[config.mk]
export PLATFORM = sky130hd
export DESIGN_NAME = psd_queue
export DESIGN_NICKNAME = d
export VERILOG_FILES = /design/src/hdl/psd_pkg.sv /design/src/hdl/psd_queue.sv
export SDC_FILE = /design/constraint.sdc
export NUM_CORES = 1
export LEC_CHECK = 0
export BUFFER_PORTS_ARGS = -buffer_cell sky130_fd_sc_hd__buf_2
export CORE_MARGIN = 4
export CORE_UTILIZATION = 53
export DETAILED_ROUTE_END_ITERATION = 8
export PLACE_DENSITY = 0.9
export SYNTH_ARGS = -nofsm -noshare
export SYNTH_HDL_FRONTEND = slang
export SYNTH_SLANG_ARGS = --single-unit
export TNS_END_PERCENT = 5
[constraint.sdc]
create_clock -name clk -period 4.5 [get_ports clk]
set_clock_uncertainty 0.1 [all_clocks]
set_input_delay 0.9 -clock clk [delete_from_list [all_inputs] [get_ports clk]]
set_output_delay 0.9 -clock clk [all_outputs]
set_load 0.05 [all_outputs]
[src/hdl/psd_pkg.sv]
// ============================================================================
// psd_pkg
// Shared constants and handshake structs for the polar SC decoder.
// ============================================================================
package psd_pkg;

    localparam int LOG_LENGTH_DEF  = 10;
    localparam int CODE_LENGTH_DEF = 1024;
    localparam int LLR_WIDTH_DEF   = 12;
    localparam int INNER_WIDTH_DEF = 24;

    localparam int WORD_BITS   = 32;
    localparam int COUNT_WIDTH = 6;

    // status of the request queue between front and back
    typedef struct packed {
        logic empty;
        logic full;
    } queue_status_t;

    // status of the decode engine
    typedef struct packed {
        logic active;
    } back_status_t;

endpackage

[src/hdl/psd_queue.sv]
// ============================================================================
// psd_queue
// Two-entry request queue between loader and decode engine.
// ============================================================================
module psd_queue #(
    parameter int WIDTH = psd_pkg::LOG_LENGTH_DEF + 1
) (
    input  logic                   clk,
    input  logic                   rst_n,
    input  logic                   push,
    input  logic [WIDTH-1:0]       push_data,
    input  logic                   pop,
    output logic [WIDTH-1:0]       pop_data,
    output psd_pkg::queue_status_t q_stat
);

    logic [WIDTH-1:0] mem_reg [2];
    logic             wr_ptr_reg, wr_ptr_next;
    logic             rd_ptr_reg, rd_ptr_next;
    logic [1:0]       cnt_reg, cnt_next;
    logic             do_push, do_pop;

    assign q_stat.empty = (cnt_reg == 2'd0);
    assign q_stat.full  = (cnt_reg == 2'd2);
    assign do_push      = push && !q_stat.full;
    assign do_pop       = pop && !q_stat.empty;
    assign pop_data     = mem_reg[rd_ptr_reg];

    always_comb
    begin
        wr_ptr_next = do_push ? !wr_ptr_reg : wr_ptr_reg;
        rd_ptr_next = do_pop ? !rd_ptr_reg : rd_ptr_reg;
        cnt_next    = cnt_reg + 2'(do_push) - 2'(do_pop);
    end

    always_ff @(posedge clk)
    begin
        if (do_push)
        begin
            mem_reg[wr_ptr_reg] <= push_data;
        end
    end

    always_ff @(posedge clk or negedge rst_n)
    begin
        if (!rst_n)
        begin
            wr_ptr_reg <= 1'b0;
            rd_ptr_reg <= 1'b0;
            cnt_reg    <= 2'd0;
        end
        else
        begin
            wr_ptr_reg <= wr_ptr_next;
            rd_ptr_reg <= rd_ptr_next;
            cnt_reg    <= cnt_next;
        end
    end

endmodule

# Word-level counts from Yosys, hierarchy flattened
# Memories as Yosys holds them, arrays and structs flattened.
# Cells that the tools add are included.
# Widths: inputs -> output; s select.
# op_classes
reduce_logical	7
addsub	2
n_eq_ne	1
mux	2
# ops
operator	count
$logic_not 1->1	4
$add 2x1->2	1
$eq 2x2->1 const B	1
$logic_and 1x1->1	2
$logic_not 2->1	1
$mux 1	2
$sub 2x1->2	1
# totals
ramBits	22
regBits	4
word_cells	16
in_bits	15
n_memories	1
out_inout_bits	13
# memory_table
memory	words	word_bits	read_ports	rd_ports_with_merged_regs	wr	line	text
mem_reg	2	11	1	0	1	psd_queue.sv:17	logic [WIDTH-1:0] mem_reg [2];

# Depth between registers and ports, before layout
# logic_depth
word_depth	5
depth_mapped	7
depth_no_buf	7

# Worst setup path before layout
# OpenSTA, ideal clock, no wires.
# synth_path
path_kind	reg2reg
start	register cnt_reg[1]
end	register cnt_reg[1]
setup_ps	123
path_buffers	0
path_stages_with_launch	8
t_required_ps	4277
path_slack_ps	2307
arrival_time_ps	1970
period_less_slack_ps	2193
cell_sequence	dfrtp_1 -> nor2_1 -> nor2b_2 -> ha_1 -> inv_1 -> ha_1 -> xnor2_1 -> xnor2_1
# synth_rtl
element	line	text
from (decl)	psd_queue.sv:20	logic [1:0] cnt_reg, cnt_next;
from (signal assigned)	psd_queue.sv:56	cnt_reg <= cnt_next;

# Final worst setup path
# layout_path
start	register rd_ptr_reg
end	output pop_data[5]
# layout_between
elab_chain_cells	1
# layout_lines
element	line	text
from (decl)	psd_queue.sv:19	logic rd_ptr_reg, rd_ptr_next;
from (signal assigned)	psd_queue.sv:55	rd_ptr_reg <= rd_ptr_next;
$mem_v2 2x11	-	
to (decl)	psd_queue.sv:13	output logic [WIDTH-1:0] pop_data,
# No other way between the ends.

==> metrics.txt <==
status complete, no violations; # clock sinks 26; GR Overflow Total 0; H-tree depth 1; Layout Nets 100; Post-DRT Antenna Nets 0; Total Routed Length ~1.4 mm; post-CTS sizing 0; setup TNS 0 ps; Max VDD drop 0.000556 V; ant diodes 0; dpl ws between 2000 and 2500 ps; Synth top area share 66.3%; average cell area after synthesis 19.2 µm²; drt first-iter violations 6; design area 1190 µm²; min-delay worst type input port to async pin; syn_nets 69; total CTS buffers 3; power per cell area roughly 740 nW/µm²; first-pass GRT wire length 2.32 mm; Crit path arrival time 1570 ps; mapped cell area 996 µm²; vias per cell 4.88; period utilization around 57%; unrepaired setup endpoints after global routing no; critical path peak fanout 12; Post-CTS Hold Buffers 0; R2R cell count 3; drt first pass iters 3; Crit Path Category flip-flop to output pin; placed cell area 1150 µm²; max reg flops 22; Synth area leaders edfxtp_1, mux2_2, dfrtp_1; sequential fraction of the synthesis area between 70% and 80%; final hold viol count 0; DRC 0; initial core utilization 57.1%; hpwl dp 1.07 mm; CTS Buffer Depth 2; Synth Warn # 0; Chip Height 51.4 µm; Worst Tran Pin Value approximately 910 ps; Clock Tree Root clkbuf_4; synth-to-layout area growth 19.2%; setup violators final 0; Total GRT Usage between 10% and 20%; Via Count between 500 and 600; vias in the first global route 567; max-cap violation count 0; width of the die 51.4 µm; Layout Cells excl Fill 107; Mapped Cells 52; leakage 0.000481 µW; post-CTS repair timing setup buffer count 0; # fillers ~140; Clock Latency Late Sink 300 ps; share of post-route cells with drive strength above 1 between 50% and 60%; CTS tree yes; CP endpoint kind output pin; port buffer count 27; flops & latches, synth 26; clk slew on worst S/H paths 130 ps; Die ar. 2640 µm²; fmax 0.390 GHz; post-synth top area cell edfxtp_1; antenna violations before repair 0; Slew HR 38.8%; Worst Path Required approximately 3500 ps; Rows 15; Core ar. 1750 µm²; gpl congestion roughly 0.66; clock period minus worst slack between 2000 and 3000 ps; Slew Viols, Final 0; Routed WL per cell ~13 µm; Ports 28; CP Launch Type flip-flop; setup ws final 1930 ps; placed cell count roughly 100; pin count of the biggest net entering global routing 15; Synth cell types 13
==> final timing paths <==
path	slack [ps]	end	start
min in group clk	410	wr_ptr_reg	wr_ptr_reg
hold / removal	270	wr_ptr_reg	rst_n
setup reg to reg	2660	mem_reg[0][2]	cnt_reg[1]
hold reg to reg	410	wr_ptr_reg	wr_ptr_reg
setup / recovery	1930	pop_data[5]	rd_ptr_reg
max in group asynchronous	3900	rd_ptr_reg	rst_n
==> cell type report <==
cell class / instances / area, µm² / share of cell area (%)
inverter: 2 / 7.51 / 0.632
multi-input combinational: 23 / 216 / 18.2
sequential: 26 / 761 / 64.1
timing repair buffer: 27 / 135 / 11.4
clock buffer: 4 / 36.3 / 3.06
tap: 25 / 31.3 / 2.63
==> synthesized netlist by cell type <==
master,n
and3_1,1
edfxtp_1,22
nor2b_2,1
nand2_1,1
mux2_2,11
xor2_1,1
inv_1,2
dfrtp_1,4
nand2b_1,1
xnor2_1,3
ha_1,2
nor2_1,2
buf_6,1
==> critical path, cell delays in order, from the launching register on <==
cell and delay [ps]:
dfrtp_1 670, mux2_2 390, buf_2 210
==> routing by layer <==
| layer | GRT usage [%] | wire, µm |
|---|---|---|
| met1 | 14.6 | 582 |
| met2 | 21.2 | 706 |
| met3 | 3.21 | 93 |
| met4 | 2.62 | 11 |
| met5 | 0 | 0 |
==> report_power, final <==
group	switching (µW)	internal, µW	total, µW
Sequential	40.0	335	375
Combinational	278	121	399
Clock	60.9	49.3	110
==> through the flow <==
stage          hold slack, ps  power (µW)  utilization, %
2_1_floorplan             361         707               -
3_3_place_gp              375         771            65.9
3_5_place_dp              388         785            65.9
4_1_cts                   274         891            68.0
5_1_grt                   251         930            68.0
6_report                  274         884            68.0
==> cell usage in the layout (no fill, tap or decap) <==
cell type  count
buf_2         27
edfxtp_1      22
mux2_2        11
dfrtp_1        4
xnor2_1        3
clkbuf_4       3
inv_1          2
nor2_1         2
ha_1           2
nand2b_1       1
nand2_1        1
and3_1         1
nor2b_2        1
xor2_1         1
clkbuf_8       1
==> cell families (layout without fill, tap and decap cells) <==
group,Yosys count,count (layout),synth area share [%]
xor gates and xnor gates,4,4,3.52
adders and majority gates,2,2,2.51
buffers and inverters,3,33,1.88
DFF,26,26,76.4
muxes,11,11,12.4
and+or+nand+nor,6,6,3.27
Note: power is estimated with default switching activity, not from simulation.
