<file path="src/hdl/psd_pkg.sv">
// ============================================================================
// psd_pkg
// Shared constants and handshake structs for the polar SC decoder.
// ============================================================================
package psd_pkg;

    localparam int LOG_LENGTH_DEF  = 10;
    localparam int CODE_LENGTH_DEF = 1024;
    localparam int LLR_WIDTH_DEF   = 12;
    localparam int INNER_WIDTH_DEF = 24;

    localparam int WORD_BITS   = 32;
    localparam int COUNT_WIDTH = 6;

    // status of the request queue between front and back
    typedef struct packed {
        logic empty;
        logic full;
    } queue_status_t;

    // status of the decode engine
    typedef struct packed {
        logic active;
    } back_status_t;

endpackage

</file>
<file path="src/hdl/psd_front.sv">
// ============================================================================
// psd_front
// Loader: takes channel LLRs, writes them to the engine's stores, counts
// info positions and queues a decode request after the last LLR.
// ============================================================================
module psd_front #(
    parameter int LOG_LENGTH  = psd_pkg::LOG_LENGTH_DEF,
    parameter int CODE_LENGTH = psd_pkg::CODE_LENGTH_DEF,
    parameter int LLR_WIDTH   = psd_pkg::LLR_WIDTH_DEF
) (
    input  logic                         clk,
    input  logic                         rst_n,
    input  logic                         start,
    input  logic signed [LLR_WIDTH-1:0]  channel_llr,
    input  logic                         is_info,
    input  psd_pkg::queue_status_t       q_stat,
    input  psd_pkg::back_status_t        b_stat,
    output logic                         busy,
    output logic                         ld_en,
    output logic [LOG_LENGTH-1:0]        ld_addr,
    output logic signed [LLR_WIDTH-1:0]  ld_llr,
    output logic                         ld_info,
    output logic                         push,
    output logic [LOG_LENGTH:0]          push_total
);

    logic [LOG_LENGTH-1:0] count_reg, count_next;
    logic [LOG_LENGTH:0]   info_cnt_reg, info_cnt_next;
    logic                  accept;
    logic                  last_item;

    // stores are shared with the engine, so hold off while a decode is pending
    assign busy      = !q_stat.empty || b_stat.active;
    assign accept    = start && !busy;
    assign last_item = (count_reg == LOG_LENGTH'(CODE_LENGTH - 1));

    assign ld_en      = accept;
    assign ld_addr    = count_reg;
    assign ld_llr     = channel_llr;
    assign ld_info    = is_info;
    assign push       = accept && last_item && !q_stat.full;
    assign push_total = info_cnt_reg + (LOG_LENGTH + 1)'(is_info);

    always_comb
    begin
        count_next    = count_reg;
        info_cnt_next = info_cnt_reg;
        if (accept)
        begin
            if (last_item)
            begin
                count_next    = '0;
                info_cnt_next = '0;
            end
            else
            begin
                count_next    = count_reg + 1'b1;
                info_cnt_next = push_total;
            end
        end
    end

    always_ff @(posedge clk or negedge rst_n)
    begin
        if (!rst_n)
        begin
            count_reg    <= '0;
            info_cnt_reg <= '0;
        end
        else
        begin
            count_reg    <= count_next;
            info_cnt_reg <= info_cnt_next;
        end
    end

endmodule

</file>
<file path="config.mk">
export PLATFORM = sky130hd
export DESIGN_NAME = psd_front
export DESIGN_NICKNAME = d
export VERILOG_FILES = /design/src/hdl/psd_pkg.sv /design/src/hdl/psd_front.sv
export SDC_FILE = /design/constraint.sdc
export NUM_CORES = 1
export LEC_CHECK = 0
export BUFFER_PORTS_ARGS = -buffer_cell sky130_fd_sc_hd__buf_2
export CELL_PAD_IN_SITES_DETAIL_PLACEMENT = 0
export CELL_PAD_IN_SITES_GLOBAL_PLACEMENT = 1
export CORE_MARGIN = 4
export CORE_UTILIZATION = 34
export DETAILED_ROUTE_END_ITERATION = 12
export GPL_ROUTABILITY_DRIVEN = 1
export PLACE_DENSITY = 0.88
export REMOVE_ABC_BUFFERS = 1
export SYNTH_ARGS = -nofsm -noshare
export SYNTH_HDL_FRONTEND = slang
export SYNTH_SLANG_ARGS = --single-unit
export TNS_END_PERCENT = 10
</file>
<file path="constraint.sdc">
create_clock -name clk -period 2.1 [get_ports clk]
set_input_delay 0.21 -clock clk [delete_from_list [all_inputs] [get_ports clk]]
set_output_delay 0.21 -clock clk [all_outputs]
set_load 0.01 [all_outputs]
</file>
## After elaboration in Yosys (flattened, before gate mapping)

Index checks and enable logic that the tools add are counted.

| word-level totals | value |
|---|---|
| output and inout port bits | 37 |
| bits of input ports | 19 |
| flip-flop bits (word level) | 21 |
| word-level logic and storage cells | 14 |

| operators by class | value |
|---|---|
| reduce and logical (&&, ||, !) cells | 7 |
| add/subtract/negate cells | 2 |
| multiplexer cells | 2 |
| equality and inequality tests | 1 |

Operators by type and width:

| kind | count |
|---|---|
| 11-bit by 1-bit adder with 11-bit output | 1 |
| 11-bit 2-to-1 mux | 1 |
| 10-bit by 1-bit adder with 10-bit output (second input constant) | 1 |
| 10-bit == test (second input constant) | 1 |
| 10-bit 2-to-1 mux | 1 |
| 1-bit logical AND | 3 |
| 1-bit zero test | 3 |
| 1-bit logical OR | 1 |

## Longest topological paths before layout

Gate-level depths: netlist (run 1).

| depth | value |
|---|---|
| word-level depth | 6 |
| gate-level depth with buffers | 6 |

## Worst setup path before layout (run 1)

OpenSTA, ideal clock, no wires.

| timing path | value |
|---|---|
| kind | flip-flop to output port |
| from | reg count_reg[0] (netlist: ld_addr[0]) |
| to | out push |
| setup slack | 0.347 ns |
| cell stages (with the launch flop) | 5 |
| data arrival time | 1.543 ns |
| path through | dfrtp_1 -> ha_1 -> nand3_1 -> or4_1 -> nor2_1 |

| on the way | value |
|---|---|
| cells in the longest elaborated chain, start to end | 3 |

RTL lines:

| item | line | RTL |
|---|---|---|
| start: declaration | psd_front.sv:27 | `logic [LOG_LENGTH-1:0] count_reg, count_next;` |
| start signal: assignment | psd_front.sv:72 | `count_reg <= count_next;` |
| 10-bit == test | psd_front.sv:35 | `assign last_item = (count_reg == LOG_LENGTH'(CODE_LENGTH - 1));` |
| 1-bit logical AND (2 in series) | psd_front.sv:41 | `assign push = accept && last_item && !q_stat.full;` |
| end: declaration | psd_front.sv:23 | `output logic push,` |

Every way passes these cells.

## Worst setup path after layout (run 1)

| timing path | value |
|---|---|
| from | reg count_reg[1] (netlist: ld_addr[1]) |
| to | out push |

The elaborated chain is that of the path after synthesis.

==> flow_summary.ini, run 1 <==
[drt]
post_drt_via_cell_ratio = 5.04
route.final.wire_length_mm = 2.81
drtIter0Drc = 51
routedWlPerCell_um = 13.7
detail-route-antenna-nets = 0
drt-pass1-iter-count = 4
drc_errors = 0
dr_total_vias = 1033

[power_and_ir_drop]
overall_power_mw = 1.12
netSwitchingFraction = 0.330
share_of_power_burned_in_registers = 0.490
leakage_nw = 0.729
share_clk_of_total_power = 0.238
power_report.internal_total_mw = 0.748
power.density_cell_area_mw_per_mm2 = 752
max-vdd-ir-drop_mv = 0.293
netSwitchingPower_mw = 0.368
power.share.combinational = 0.272

[outcome]
status = completed

[clock_network]
tritoncts = built
clk-insertion-delay-late_ps = 260
clock-root-buffer = sky130_fd_sc_hd__clkbuf_8
cts_sinks = 21
htree_levels = 1
cts.clk_slew.worst_paths_ps = 80
cts-buffers-inserted = 3
cts_max_path_buffers = 2

[place]
post-place-cells = 198
place.gp.congestion = 0.704
place_worst_setup_slack_ps = 243
numPortBuffers = 31
placed_area_mm2 = 0.00140

[worst_setup_path]
critical_path_required_ps = 1890
timing.rr.start = ld_addr[1]
startpoint_type = flop
timing.critical_path.arrival_ps = 1730
source_of_the_critical_timing_path = ld_addr[1]
worstSetupEndpointType = primary output
critPathMaxFanout = 3
critical_path_class = flop to primary output

[logic_synthesis]
postSynth.topFlopCell = sky130_fd_sc_hd__dfrtp_1
postSynthCellCount = 134
synth_fa_ha_area_frac = 0.0290
post_synth_xor_area_fraction = 0.108
post_synth_main_area_contributors = sky130_fd_sc_hd__dfrtp_1 41%, sky130_fd_sc_hd__buf_4 7.5%, sky130_fd_sc_hd__xnor2_1 6.1%
synth.mux.area_fraction = 0.0164
synth_simple_gate_area_share = 0.238
synth.lib_cells_used.distinct = 35
synthDominantAreaCellType = sky130_fd_sc_hd__dfrtp_1
ys.warnings.count = 0
netlist_area_mm2 = 0.00130
synth_top_family_by_area = simple AND/OR/NAND/NOR gates
postSynthRegisterBits = 21
async_flop_share = 1.00
postSynthAreaPerCell_um2 = 9.67
synth_compound_area_frac = 0.106
synth_enable_flop_cells = 0
seq_area_frac_synth = 0.405
synth_top_area_frac = 0.405

[final_layout]
antenna-diode-count = 0
final_design_area_no_fill_mm2 = 0.00148
final_core_utilization = 0.405
multiInputGateArea_um2 = 657
drive_gt1_frac = 0.318
n_fill_cell = 377
mostFrequentLayoutCells = 31 x sky130_fd_sc_hd__buf_2, 21 x sky130_fd_sc_hd__dfrtp_1, 13 x sky130_fd_sc_hd__nand2_1, 12 x sky130_fd_sc_hd__nor2_1, 9 x sky130_fd_sc_hd__xnor2_1
ff_latch_area_um2 = 526
areaGrowthSynthToFinish_pct = 14.5
mostFrequentLayoutCell = sky130_fd_sc_hd__buf_2
final-instance-count-excl-fill = 205
design.final.nets = 180
largest_register_ff_count = 11

[global_route]
grt_start_max_net_pins = 22
globalRouteOverflowTotal = 0
initial_antenna_violation_count = 0
global_route.usage.total = 0.115
grt_pass1_vias = 1020
first_pass_grt_wire_length_mm = 4.68

[hold_path]
worst_hold_path_type = primary input to flop
hp-start = is_info

[die]
io_pins = 56
initial_utilization = 0.354
std_cell_rows = 22
design.die.area_mm2 = 0.00486
die-height_um = 69.7
placeableCoreArea_mm2 = 0.00366
die_x_um = 69.7

[sta]
maxSlewHeadroom = 0.676
postLayoutSetupSlackWorst_ps = 158
final.min_clock_period_ps = 1940
rsz0062_at_grt = no
max_freq_mhz = 515
final_clock_period_utilization_by_the_worst_path = 0.925
hold_slack_ps = 336
fin_setup_tns_ps = 0
finalMaxSlewViolations = 0
timing.clock.skew_ps = 5.08
final_hold_violation_count = 0
final-setup-viol-count = 0
worstMarginPinSlew_ps = 486

[run]
maxCapViolations = 0
-- synthesized netlist by cell type (2+ instances only) --
| cell type | instances |
|---|---|
| sky130_fd_sc_hd__nand2_1 | 13 |
| sky130_fd_sc_hd__or3_1 | 2 |
| sky130_fd_sc_hd__nor3_1 | 4 |
| sky130_fd_sc_hd__nor2_1 | 12 |
| sky130_fd_sc_hd__a22o_2 | 4 |
| sky130_fd_sc_hd__nand3_1 | 9 |
| sky130_fd_sc_hd__xnor2_1 | 9 |
| sky130_fd_sc_hd__a22o_1 | 4 |
| sky130_fd_sc_hd__buf_4 | 13 |
| sky130_fd_sc_hd__nor2b_1 | 2 |
| sky130_fd_sc_hd__dfrtp_1 | 21 |
| sky130_fd_sc_hd__xor2_1 | 7 |
| sky130_fd_sc_hd__and4_1 | 2 |
| sky130_fd_sc_hd__o31ai_1 | 3 |
| sky130_fd_sc_hd__and2_1 | 2 |
| sky130_fd_sc_hd__nand4_1 | 2 |
| sky130_fd_sc_hd__o21ai_0 | 4 |
| sky130_fd_sc_hd__inv_1 | 2 |
| sky130_fd_sc_hd__ha_1 | 3 |
-- critical path, cell delays in order, from the launching register on --
cell and delay [ps]:
sky130_fd_sc_hd__dfrtp_1 360, sky130_fd_sc_hd__ha_1 210, sky130_fd_sc_hd__nand3_2 130, sky130_fd_sc_hd__or4_4 550, sky130_fd_sc_hd__nor2_1 90, sky130_fd_sc_hd__buf_2 130
-- power by group through the flow --
stage	logic, mW	registers, mW	clock network, mW
after floorplan	0.154	0.561	0
after global placement	0.274	0.562	0
after detailed placement	0.277	0.564	0
after CTS	0.307	0.544	0.275
after global routing	0.343	0.557	0.296
final	0.304	0.547	0.265
-- timing repair --
action | 4_1_cts | 5_1_grt
endpoints found under the setup margin | 1 | 3
cloned | 0 | 0
buffers inserted | 2 | 0
endpoints found under the hold margin | 21 | 0
hold buffers | 1 | 0
resized for setup | 0 | 3
pin swaps | 0 | 0
-- worst paths after layout --
check | to | slack, ps | cells after the start
max | push | 160 | 5
min | info_cnt_reg[0] | 340 | 3
max reg2reg | info_cnt_reg[3] | 420 | 5
min reg2reg | ld_addr[8] | 510 | 1
max in group asynchronous | info_cnt_reg[9] | 1330 | 2
min in group asynchronous | ld_addr[8] | 440 | 2
-- final cells by class --
class	count	share of cell area
well taps	48	0.0405
clock inverters	1	0.00337
flip-flops and latches	21	0.354
inverters	2	0.00506
repair buffers	35	0.126
clock buffers	3	0.0278
multi-input cells	95	0.443
-- per-layer routing --
layer  wire length [um]  share of wire  track usage  vias to the layer above
li1                   -              -            -                      501
met1               1360           0.48        0.145                      495
met2               1240           0.44        0.183                       37
met3                207          0.074       0.0522                        0
met4                  0              0       0.0234                        0
met5                  0              0            0                        -
-- logic make-up after synthesis --
kind of cell / Yosys count
XOR/XNOR: 16
multiplexers: 2
buffers and inverters: 18
adder cells (fa/ha/maj): 3
AND/OR/NAND/NOR: 56
AO/OA/AOI/OAI: 18
flip-flops: 21
(Power assumes the default switching activity.)
==> run 2, diff against run 1 <==
- CELL_PAD_IN_SITES_DETAIL_PLACEMENT: 0 -> default
- CELL_PAD_IN_SITES_GLOBAL_PLACEMENT: 1 -> default
- CORE_UTILIZATION: 34 -> 47
- CTS_BUF_LIST: default -> sky130_fd_sc_hd__clkbuf_8 sky130_fd_sc_hd__clkbuf_16
- PLACE_DENSITY: 0.88 -> 0.89
==> flow_summary.ini, run 2 (synthesized netlist as in run 1, its figures left out) <==
[clock_network]
cts.clk_slew.worst_paths_ps = 80
clock-root-buffer = sky130_fd_sc_hd__clkbuf_8
htree_levels = 1
cts_sinks = 21
post_cts_buffers = 0
cts_max_path_buffers = 2
cts-buffers-inserted = 3
clk-insertion-delay-late_ps = 270
tritoncts = built

[drt]
routedWlPerCell_um = 16.2
detail-route-antenna-nets = 0
dr_total_vias = 1074
drt-pass1-iter-count = 4
post_drt_via_cell_ratio = 5.81
drc_errors = 0
drtIter0Drc = 67
route.final.wire_length_mm = 3.00

[die]
die-height_um = 60.5
die_x_um = 60.5
io_pins = 56
std_cell_rows = 18
placeableCoreArea_mm2 = 0.00254
design.die.area_mm2 = 0.00366
initial_utilization = 0.509

[worst_setup_path]
max_stage_delay_ps = 550
critical_path_class = flop to primary output
timing.critical_path.cells = ha_4 -> nand3_2 -> or4_4 -> nor2_1 -> buf_2
critPathMaxFanout = 6
timing.critical_path.arrival_ps = 1780
worstSetupEndpointType = primary output
reg2reg_setup_slack_ps = 390
critical_path_required_ps = 1890
startpoint_type = flop
critical_path.slowest_cell = sky130_fd_sc_hd__or4_4

[sta]
timing.clock.skew_ps = 1.93
postLayoutSetupSlackWorst_ps = 112
fin_setup_tns_ps = 0
finalMaxSlewViolations = 0
final-setup-viol-count = 0
final_hold_violation_count = 0
maxSlewHeadroom = 0.681
final_clock_period_utilization_by_the_worst_path = 0.947
final.min_clock_period_ps = 1990
worstMarginPinSlew_ps = 478
max_freq_mhz = 503
rsz0062_at_grt = no

[global_route]
initial_antenna_violation_count = 0
grt_start_max_net_pins = 22
grt_pass1_vias = 1124
globalRouteOverflowTotal = 0
first_pass_grt_wire_length_mm = 5.04
global_route.usage.total = 0.189

[power_and_ir_drop]
power.density_cell_area_mw_per_mm2 = 785
max-vdd-ir-drop_mv = 0.600
leakage_nw = 0.716

[final_layout]
largest_register_ff_count = 11
final_core_utilization = 0.574
areaGrowthSynthToFinish_pct = 12.7
antenna-diode-count = 0
final_design_area_no_fill_mm2 = 0.00146
mostFrequentLayoutCells = 31 x sky130_fd_sc_hd__buf_2, 19 x sky130_fd_sc_hd__dfrtp_1, 13 x sky130_fd_sc_hd__nand2_1, 12 x sky130_fd_sc_hd__nor2_1, 9 x sky130_fd_sc_hd__xnor2_1
n_fill_cell = 223
drive_gt1_frac = 0.329
design.final.nets = 178
mostFrequentLayoutCell = sky130_fd_sc_hd__buf_2

[place]
numPortBuffers = 31
placed_area_mm2 = 0.00138
place_worst_setup_slack_ps = 227
place.gp.congestion = 0.822
half_perimeter_wire_length_after_detailed_placement_mm = 2.21

[outcome]
status = completed

[hold_path]
worst_hold_path_type = primary input to flop

[run]
maxCapViolations = 0
## run 2: cell count changes in the layout (fill, tap and decap cells not counted), sizes merged
| cell | delta |
|---|---|
| buf | -2 |
## run 2: power breakdown
part / internal (mW) / switching, mW
clock network: 0.133 / 0.145
logic: 0.150 / 0.148
registers: 0.466 / 0.105
## run 2: path summary, 6_finish.rpt
path                                  from              end  depth (start not counted)
worst max-delay path            ld_addr[0]             push                          5
worst max register to register  ld_addr[0]  info_cnt_reg[3]                          5
worst min register to register  ld_addr[9]       ld_addr[9]                          1
max in group asynchronous            rst_n       ld_addr[1]                          2
min in group asynchronous            rst_n  info_cnt_reg[7]                          2
worst min-delay path               is_info  info_cnt_reg[0]                          3
## run 2: cell type report
class,instances,area [um2],area share
clock buffers,3,41.3,0.0283
clock inverters,1,5.00,0.00342
inverters,2,7.51,0.00514
multi-input cells,95,669,0.458
flip-flops and latches,21,528,0.361
well taps,30,37.5,0.0257
repair buffers,33,173,0.118
## run 2: metal layers
metal / GRT usage / vias up / share of wire
met1: 0.214 / 523 / 0.40
li1: - / 495 / -
met2: 0.304 / 51 / 0.49
met5: 0 / - / 0
met4: 0.121 / 0 / 0.022
met3: 0.0681 / 5 / 0.086
## run 2: worst max-delay path, delay by kind of cell, from the launching register on
| kind | cells | cell delay (ps) |
|---|---|---|
| fa+ha+maj | 1 | 170 |
| buf+inv | 1 | 130 |
| flops | 1 | 450 |
| simple gates | 3 | 750 |
## run 2: timing repair
action / 4_1_cts / 5_1_grt
endpoints found under the setup margin: 1 / 3
gates resized for setup: 3 / 4
hold buffers: 1 / 0
endpoints found under the hold margin: 21 / 0
## run 2: per-stage QoR
stage,power (mW),cells,hold slack (ps)
after floorplan,0.715,118,-85.6
after global placement,0.824,180,183
after detailed placement,0.848,180,203
after CTS,1.13,185,335
after global routing,1.21,185,371
final,1.15,185,332
